--- src/hdl/utf8_to_utf32_decoder_assert.svh ---
// ----------------------------------------------------------------------------
// utf8_to_utf32_decoder assertion macros
// Shared concurrent-assertion forms, clocked on aclk, disabled during reset.
// ----------------------------------------------------------------------------
`ifndef UTF8_TO_UTF32_DECODER_ASSERT_SVH
`define UTF8_TO_UTF32_DECODER_ASSERT_SVH

// same-cycle implication
`define UTF8DEC_ASSERT_IMP(lbl, ante, cons, msg) \
    lbl: assert property (@(posedge aclk) disable iff (!aresetn) \
        (ante) |-> (cons)) else $error(msg);

// next-cycle implication
`define UTF8DEC_ASSERT_NXT(lbl, ante, cons, msg) \
    lbl: assert property (@(posedge aclk) disable iff (!aresetn) \
        (ante) |=> (cons)) else $error(msg);

`endif

--- src/hdl/utf8dec_pkg.sv ---
// ----------------------------------------------------------------------------
// utf8dec_pkg
// Types and byte-range constants for the strict UTF-8 decoder.
// ----------------------------------------------------------------------------
package utf8dec_pkg;

    localparam int CP_W = 21;

    // result status codes
    typedef enum logic [1:0] {
        STAT_CHAR          = 2'd0,
        STAT_MALFORMED     = 2'd1,
        STAT_TRUNCATED     = 2'd2,
        STAT_END_AFTER_ERR = 2'd3
    } status_t;

    // byte ranges
    localparam logic [7:0] ASCII_LIMIT = 8'h80;
    localparam logic [7:0] LEAD_MIN    = 8'hC2;
    localparam logic [7:0] LEAD_MAX    = 8'hF4;
    localparam logic [7:0] LEAD_3BYTE  = 8'hE0;
    localparam logic [7:0] LEAD_4BYTE  = 8'hF0;
    localparam logic [7:0] CONT_LO     = 8'h80;
    localparam logic [7:0] CONT_HI     = 8'hBF;

    // leads with a narrowed second-byte range
    localparam logic [7:0] LEAD_E0     = 8'hE0;
    localparam logic [7:0] LEAD_ED     = 8'hED;
    localparam logic [7:0] LEAD_F0     = 8'hF0;
    localparam logic [7:0] LEAD_F4     = 8'hF4;
    localparam logic [7:0] E0_LO       = 8'hA0;
    localparam logic [7:0] ED_HI       = 8'h9F;
    localparam logic [7:0] F0_LO       = 8'h90;
    localparam logic [7:0] F4_HI       = 8'h8F;

    typedef struct packed {
        logic              valid;
        logic [CP_W-1:0]   code_point;
        status_t           status;
        logic              last;
    } result_t;

endpackage

--- src/hdl/utf8dec_step.sv ---
// ----------------------------------------------------------------------------
// utf8dec_step
// Decoder state and the per-byte legality check and shift-merge. The state
// moves on when the byte held in the input register advances.
// ----------------------------------------------------------------------------
`include "utf8_to_utf32_decoder_assert.svh"

module utf8dec_step (
    input  logic                 aclk,
    input  logic                 aresetn,
    input  logic                 advance,
    input  logic [7:0]           in_byte,
    input  logic                 end_of_string,
    output utf8dec_pkg::result_t result
);
    import utf8dec_pkg::*;

    logic [1:0]      trail_remaining_reg, trail_remaining_next;
    logic [CP_W-1:0] accumulated_value_reg, accumulated_value_next;
    logic [7:0]      lead_byte_reg, lead_byte_next;
    logic            second_byte_pending_reg, second_byte_pending_next;
    logic            discarding_reg, discarding_next;

    logic [7:0]      cont_lo;
    logic [7:0]      cont_hi;
    logic            cont_ok;
    logic [1:0]      trail_dec;
    logic [CP_W-1:0] acc_merged;

    // continuation range, narrowed on the first trail byte after some leads
    always_comb begin
        cont_lo = CONT_LO;
        cont_hi = CONT_HI;
        if (second_byte_pending_reg) begin
            unique case (lead_byte_reg)
                LEAD_E0: cont_lo = E0_LO;
                LEAD_ED: cont_hi = ED_HI;
                LEAD_F0: cont_lo = F0_LO;
                LEAD_F4: cont_hi = F4_HI;
                default: ;
            endcase
        end
    end

    assign cont_ok    = (in_byte >= cont_lo) && (in_byte <= cont_hi);
    assign trail_dec  = trail_remaining_reg - 2'd1;
    assign acc_merged = {accumulated_value_reg[CP_W-7:0], in_byte[5:0]};

    always_comb begin
        trail_remaining_next     = trail_remaining_reg;
        accumulated_value_next   = accumulated_value_reg;
        lead_byte_next           = lead_byte_reg;
        second_byte_pending_next = second_byte_pending_reg;
        discarding_next          = discarding_reg;
        result.valid             = 1'b0;
        result.code_point        = '0;
        result.status            = STAT_CHAR;
        result.last              = end_of_string;

        if (discarding_reg) begin
            if (end_of_string) begin
                discarding_next = 1'b0;
                result.valid    = 1'b1;
                result.status   = STAT_END_AFTER_ERR;
            end
        end else if (trail_remaining_reg == 2'd0) begin
            if (in_byte < ASCII_LIMIT) begin
                trail_remaining_next     = 2'd0;
                accumulated_value_next   = '0;
                lead_byte_next           = '0;
                second_byte_pending_next = 1'b0;
                result.valid             = 1'b1;
                result.code_point        = {13'd0, in_byte};
            end else if (in_byte < LEAD_MIN || in_byte > LEAD_MAX) begin
                accumulated_value_next   = '0;
                lead_byte_next           = '0;
                second_byte_pending_next = 1'b0;
                discarding_next          = !end_of_string;
                result.valid             = 1'b1;
                result.status            = STAT_MALFORMED;
            end else if (end_of_string) begin
                // lead byte with nothing after it
                accumulated_value_next   = '0;
                lead_byte_next           = '0;
                second_byte_pending_next = 1'b0;
                result.valid             = 1'b1;
                result.status            = STAT_TRUNCATED;
            end else begin
                lead_byte_next           = in_byte;
                second_byte_pending_next = 1'b1;
                if (in_byte < LEAD_3BYTE) begin
                    trail_remaining_next   = 2'd1;
                    accumulated_value_next = {16'd0, in_byte[4:0]};
                end else if (in_byte < LEAD_4BYTE) begin
                    trail_remaining_next   = 2'd2;
                    accumulated_value_next = {17'd0, in_byte[3:0]};
                end else begin
                    trail_remaining_next   = 2'd3;
                    accumulated_value_next = {18'd0, in_byte[2:0]};
                end
            end
        end else if (!cont_ok) begin
            trail_remaining_next     = 2'd0;
            accumulated_value_next   = '0;
            lead_byte_next           = '0;
            second_byte_pending_next = 1'b0;
            discarding_next          = !end_of_string;
            result.valid             = 1'b1;
            result.status            = STAT_MALFORMED;
        end else if (trail_dec == 2'd0) begin
            trail_remaining_next     = 2'd0;
            accumulated_value_next   = '0;
            lead_byte_next           = '0;
            second_byte_pending_next = 1'b0;
            result.valid             = 1'b1;
            result.code_point        = acc_merged;
        end else if (end_of_string) begin
            trail_remaining_next     = 2'd0;
            accumulated_value_next   = '0;
            lead_byte_next           = '0;
            second_byte_pending_next = 1'b0;
            result.valid             = 1'b1;
            result.status            = STAT_TRUNCATED;
        end else begin
            trail_remaining_next     = trail_dec;
            accumulated_value_next   = acc_merged;
            second_byte_pending_next = 1'b0;
        end
    end

    always_ff @(posedge aclk) begin
        if (!aresetn) begin
            trail_remaining_reg     <= '0;
            accumulated_value_reg   <= '0;
            lead_byte_reg           <= '0;
            second_byte_pending_reg <= 1'b0;
            discarding_reg          <= 1'b0;
        end else if (advance) begin
            trail_remaining_reg     <= trail_remaining_next;
            accumulated_value_reg   <= accumulated_value_next;
            lead_byte_reg           <= lead_byte_next;
            second_byte_pending_reg <= second_byte_pending_next;
            discarding_reg          <= discarding_next;
        end
    end

    `UTF8DEC_ASSERT_IMP(a_discard_no_open_seq, discarding_reg, trail_remaining_reg == 2'd0, "open sequence while discarding")
    `UTF8DEC_ASSERT_IMP(a_second_pending_open, second_byte_pending_reg, trail_remaining_reg != 2'd0, "second byte pending with no open sequence")
    `UTF8DEC_ASSERT_IMP(a_noncharacter_zero_cp, result.valid && result.status != STAT_CHAR, result.code_point == '0, "code point set on a status result")
    `UTF8DEC_ASSERT_NXT(a_end_clears_state, advance && end_of_string, trail_remaining_reg == 2'd0 && !discarding_reg && !second_byte_pending_reg, "state not cleared after end of string")

endmodule

--- src/hdl/utf8_to_utf32_decoder.sv ---
// ----------------------------------------------------------------------------
// utf8_to_utf32_decoder
// Strict UTF-8 byte stream to UTF-32 code point decoder.
// ----------------------------------------------------------------------------
// Takes one byte per cycle on s_ and gives at most one result per byte on m_.
// A byte is captured in an input register, checked and merged into the open
// sequence in one pass, and its result lands in the output register, so a
// result is offered on m_ after passing through both registers. Sustained
// rate is one byte per clock as long as m_ready stays high; the input register
// advances whenever the output register is free or being drained, so s_ready
// follows m_ready combinationally. Status 0 carries a code point; 1 flags the
// first malformed byte, 2 a sequence cut off by the end-marked byte, 3 the end
// of a string after an error. m_last marks the result of the end-marked byte.
module utf8_to_utf32_decoder (
    input  logic                          aclk,
    input  logic                          aresetn,
    input  logic                          s_valid,
    output logic                          s_ready,
    input  logic [7:0]                    s_in_byte,
    input  logic                          s_end_of_string,
    output logic                          m_valid,
    input  logic                          m_ready,
    output logic [utf8dec_pkg::CP_W-1:0]  m_code_point,
    output logic [1:0]                    m_status,
    output logic                          m_last
);
    import utf8dec_pkg::*;

    logic            in_valid_reg;
    logic [7:0]      in_byte_reg;
    logic            in_eos_reg;

    logic            out_valid_reg;
    logic [CP_W-1:0] code_point_reg;
    status_t         status_reg;
    logic            last_reg;

    logic            out_free;
    logic            advance;
    result_t         result;

    assign out_free = !out_valid_reg || m_ready;
    assign advance  = in_valid_reg && out_free;
    assign s_ready  = !in_valid_reg || out_free;

    always_ff @(posedge aclk) begin
        if (!aresetn) begin
            in_valid_reg <= 1'b0;
        end else if (s_ready) begin
            in_valid_reg <= s_valid;
        end
    end

    always_ff @(posedge aclk) begin
        if (s_ready && s_valid) begin
            in_byte_reg <= s_in_byte;
            in_eos_reg  <= s_end_of_string;
        end
    end

    utf8dec_step u_step (
        .aclk          (aclk),
        .aresetn       (aresetn),
        .advance       (advance),
        .in_byte       (in_byte_reg),
        .end_of_string (in_eos_reg),
        .result        (result)
    );

    always_ff @(posedge aclk) begin
        if (!aresetn) begin
            out_valid_reg <= 1'b0;
        end else if (out_free) begin
            out_valid_reg <= advance && result.valid;
        end
    end

    always_ff @(posedge aclk) begin
        if (advance && result.valid) begin
            code_point_reg <= result.code_point;
            status_reg     <= result.status;
            last_reg       <= result.last;
        end
    end

    assign m_valid      = out_valid_reg;
    assign m_code_point = code_point_reg;
    assign m_status     = status_reg;
    assign m_last       = last_reg;

endmodule
--- config.mk ---
export PLATFORM = sky130hd
export DESIGN_NAME = utf8_to_utf32_decoder
export DESIGN_NICKNAME = d
export VERILOG_FILES = /design/src/hdl/utf8dec_pkg.sv /design/src/hdl/utf8dec_step.sv /design/src/hdl/utf8_to_utf32_decoder.sv
export VERILOG_INCLUDE_DIRS = /design/src /design/src/hdl
export SDC_FILE = /design/constraint.sdc
export NUM_CORES = 1
export LEC_CHECK = 0
export ABC_AREA = 1
export BUFFER_PORTS_ARGS = -buffer_cell sky130_fd_sc_hd__buf_2
export CORE_ASPECT_RATIO = 1.1
export CORE_MARGIN = 5
export CORE_UTILIZATION = 40
export DETAILED_ROUTE_END_ITERATION = 12
export HOLD_SLACK_MARGIN = 0.05
export SLEW_MARGIN = 20
export SYNTH_ARGS = -nofsm -noshare
export SYNTH_HDL_FRONTEND = slang
export SYNTH_SLANG_ARGS = --single-unit
--- constraint.sdc ---
create_clock -name aclk -period 2.36 [get_ports aclk]
set_input_delay 0.354 -clock aclk [delete_from_list [all_inputs] [get_ports aclk]]
set_output_delay 0.354 -clock aclk [all_outputs]
set_load 0.005 [all_outputs]
==> metrics.cfg <==
[timing]
drv_slew=0
worst_clock_skew_ns=0.0114
setup_repair_after_global_routing_missed_its_margin=yes
final_setup_viols=0
postLayoutSetupSlackWorst_ns=0.115
max-slew-margin-rel=0.433
timing.final.hold_violations=0
finalCriticalPeriod_ns=2.24
final.period_utilization=0.951
tightestPinTransition_ns=0.850
max_freq_ghz=0.445

[synth]
synthTopCellsByArea=sky130_fd_sc_hd__edfxtp_1 34%, sky130_fd_sc_hd__dfxtp_1 20%, sky130_fd_sc_hd__nand2_1 12%, sky130_fd_sc_hd__inv_1 5.1%, sky130_fd_sc_hd__a21oi_1 5.1%
main_combinational_cell_family_by_area_after_synthesis=simple AND/OR/NAND/NOR gates
synthCells=331
mux_contribution_to_synthesized_area=0
synth_area_per_cell_um2=8.68
synth_seq_cells=62
yosys.cell_types.count=28
synthesis.yosys.warnings=0
synthesis.area_um2=2870
share_of_synthesized_area_occupied_by_flip_flops_and_latches=0.547
yosysTopAreaCell=sky130_fd_sc_hd__edfxtp_1
synthDominantCellAreaShare=0.345
synthXorXnorAreaFrac=0
post_synthesis_share_of_cell_area_spent_on_and_or_nand_and_nor_gates=0.289
synth_compound_area_frac=0.0679
synth_nets=350
synthAdderAreaFrac=0.0261

[routing]
dr_iter_0_viols=179
drt_pass1_iterations=4
vias=2303
detail_route.drc_violations=0
route.detailed.vias_per_inst=4.85
drt_wl_total_um=6030
drtAntennaViolNets=0
post_drt_wl_per_cell_um=12.7

[floorplan]
initial_core_util=0.410
die_y_um=98.9
num_io_pins=39
rows=32
fp.coreArea_um2=7010
fp.dieArea_um2=8980
die_w_um=90.8

[worst_setup_path]
setup.worst_path.start_class=flip-flop
endpoint_kind=flip-flop
path_max_fanout=6
critical_path_class=flip-flop to flip-flop
r2r_start=u_step.lead_byte_reg[7]
worst-endpoint-arrival_ns=2.28
r2r-end=m_code_point[6]
timing.critical_path.required_ns=2.40
r2r.worst_path.cells=13
register_to_register_setup_slack_ns=0.12

[clock_network]
cts_max_path_bufs=2
tritoncts_num_sinks=62
h_tree_levels=3
total_clock_buffers_created_by_cts=9
clockRootBuffer=sky130_fd_sc_hd__clkbuf_8
tritoncts=yes
clk_pin_slew_worst_paths_ns=0.07
worst_skew_pair.late_latency_ns=0.34
ctsHoldBuffers=0

[placement]
preCtsSetupSlack_ns=-0.0509
number_of_buffers_added_on_ports=38
place.detailed.hpwl_um=4040
place_congestion=0.883
placed_cells=454

[final_layout]
layout-drive-gt1-share=0.290
largest_register_ff_count=21
insertedDiodeCount=0
final_net_count=404
final_core_utilization=0.521
layout.cells.non_filler=475
synthToLayoutAreaGrowth_pct=26.9

[grt]
maximum_number_of_pins_on_one_net_before_global_route_repair=26
wire_length_of_the_first_global_routing_pass_um=9850
grt_antenna_before_repair=0
grt_overflow_total=0
number_of_global_route_vias_before_repair=2140
globalRouteTotalUtil=0.135

[worst_hold_path]
min-delay-path-class=input pin to flip-flop
hold_sp=s_in_byte[6]
worst_hold_path.num_cells=1
holdPathEnd=in_byte_reg[6]

[pwr]
p_total_uw=2490
vdd_drop_max_mv=0.378
p_per_area_nw_per_um2=684
leakagePower_uw=0.00142

[run]
timing.max_cap.violations=0

[status]
run_status=finished clean

## critical path: stages, from the launching register on
cell	delay, ns
sky130_fd_sc_hd__dfxtp_2	0.33
sky130_fd_sc_hd__nand2_2	0.06
sky130_fd_sc_hd__nor2_2	0.11
sky130_fd_sc_hd__nand3_2	0.09
sky130_fd_sc_hd__nor4_4	0.23
sky130_fd_sc_hd__a31o_2	0.17
sky130_fd_sc_hd__ha_4	0.20
sky130_fd_sc_hd__nand2_2	0.06
sky130_fd_sc_hd__nor2_1	0.04
sky130_fd_sc_hd__nand2_1	0.07
sky130_fd_sc_hd__nand2_2	0.09
sky130_fd_sc_hd__nand4_4	0.10
sky130_fd_sc_hd__nand3_4	0.22
sky130_fd_sc_hd__nand2_8	0.18
## per-layer routing
layer  wire length, um  global-route usage
met5                 0                   0
met3               356              0.0427
met2              2820               0.202
met1              2810               0.182
met4                40              0.0542
## cells in the final DEF (no fill, tap or decap), types with 2 or more instances in the layout
cell / Yosys / layout
sky130_fd_sc_hd__nand2_4: 1 / 2
sky130_fd_sc_hd__nand2_1: 89 / 86
sky130_fd_sc_hd__nand4_1: 11 / 11
sky130_fd_sc_hd__inv_2: 3 / 3
sky130_fd_sc_hd__nor2_1: 28 / 26
sky130_fd_sc_hd__clkinvlp_4: 0 / 2
sky130_fd_sc_hd__bufinv_16: 0 / 2
sky130_fd_sc_hd__buf_12: 0 / 2
sky130_fd_sc_hd__nand3_2: 0 / 2
sky130_fd_sc_hd__nand2_8: 0 / 3
sky130_fd_sc_hd__nand3_1: 11 / 8
sky130_fd_sc_hd__a21oi_1: 29 / 27
sky130_fd_sc_hd__dfxtp_1: 29 / 25
sky130_fd_sc_hd__nand3_4: 1 / 2
sky130_fd_sc_hd__nor2_4: 3 / 4
sky130_fd_sc_hd__o21ai_0: 4 / 2
sky130_fd_sc_hd__a21oi_2: 1 / 2
sky130_fd_sc_hd__buf_2: 2 / 38
sky130_fd_sc_hd__inv_1: 39 / 39
sky130_fd_sc_hd__dfxtp_2: 0 / 4
sky130_fd_sc_hd__ha_4: 0 / 2
sky130_fd_sc_hd__edfxtp_1: 33 / 33
sky130_fd_sc_hd__buf_4: 0 / 7
sky130_fd_sc_hd__o21ai_1: 1 / 3
sky130_fd_sc_hd__nor4_4: 0 / 2
sky130_fd_sc_hd__nand2_2: 3 / 5
sky130_fd_sc_hd__nor3_1: 14 / 13
sky130_fd_sc_hd__clkbuf_8: 0 / 9
sky130_fd_sc_hd__ha_1: 6 / 4
sky130_fd_sc_hd__nor2_2: 10 / 12
## cells by family after synthesis
group | count (synthesis)
fa+ha+maj | 6
compound gates | 37
flops | 62
buf+inv | 51
simple gates | 175
## worst max path at each step
stage	to	slack, ns	from	cells past startpoint
after CTS	m_code_point[20]	0.04	u_step.lead_byte_reg[6]	12
after global routing	m_code_point[6]	-0.003	u_step.lead_byte_reg[6]	13
final	m_code_point[6]	0.12	u_step.lead_byte_reg[7]	13
after detailed placement	m_code_point[20]	-0.05	u_step.lead_byte_reg[6]	12
after global placement	m_code_point[20]	-0.01	u_step.lead_byte_reg[6]	12
after floorplan	m_code_point[0]	0.09	u_step.lead_byte_reg[6]	12
## report_power, final
part	total [uW]	switching (uW)	leakage (uW)	internal, uW
clock network	1020	423	0.000106	597
registers	1210	29.3	0.000560	1180
logic	261	171	0.000754	90.5
total	2490	623	0.00142	1870
## cells in the mapped netlist
cell type	number
sky130_fd_sc_hd__nand2_1	89
sky130_fd_sc_hd__inv_1	39
sky130_fd_sc_hd__edfxtp_1	33
sky130_fd_sc_hd__a21oi_1	29
sky130_fd_sc_hd__dfxtp_1	29
sky130_fd_sc_hd__nor2_1	28
sky130_fd_sc_hd__nor3_1	14
sky130_fd_sc_hd__nand3_1	11
sky130_fd_sc_hd__nand4_1	11
sky130_fd_sc_hd__nor2_2	10
sky130_fd_sc_hd__ha_1	6
sky130_fd_sc_hd__clkbuf_1	5
sky130_fd_sc_hd__o21ai_0	4
sky130_fd_sc_hd__inv_2	3
sky130_fd_sc_hd__nand2_2	3
sky130_fd_sc_hd__nor2_4	3
sky130_fd_sc_hd__buf_2	2
sky130_fd_sc_hd__nor4_1	2
sky130_fd_sc_hd__a21boi_0	1
sky130_fd_sc_hd__a21oi_2	1
sky130_fd_sc_hd__a31o_2	1
sky130_fd_sc_hd__buf_1	1
sky130_fd_sc_hd__buf_6	1
sky130_fd_sc_hd__nand2_4	1
sky130_fd_sc_hd__nand3_4	1
sky130_fd_sc_hd__nand4_4	1
sky130_fd_sc_hd__nor2_8	1
sky130_fd_sc_hd__o21ai_1	1
## final cells by class
type | count | area [um2]
Clock buffer | 9 | 124
Clock inverter | 7 | 97.6
Fill cell | 650 | 3360
Inverter | 42 | 158
Multi-Input combinational cell | 222 | 1290
Sequential cell | 62 | 1580
Tap cell | 85 | 106
Timing Repair Buffer | 48 | 294
## metrics by stage
stage / hold slack, ns / TNS [ns] / cell area [um2]
floorplan: 0.424 / 0 / 2880
global placement: 0.451 / -0.214 / 3230
detailed placement: 0.454 / -1.17 / 3230
CTS: 0.172 / 0 / 3460
global route: 0.166 / -0.0142 / 3650
finish: 0.186 / 0 / 3650
## repair_timing
item,CTS,global route
buffers inserted,0,1
cloned,0,4
gates resized for setup,2,29
endpoints found under the setup margin,24,70
pin swaps,0,14
(Power assumes the default switching activity.)
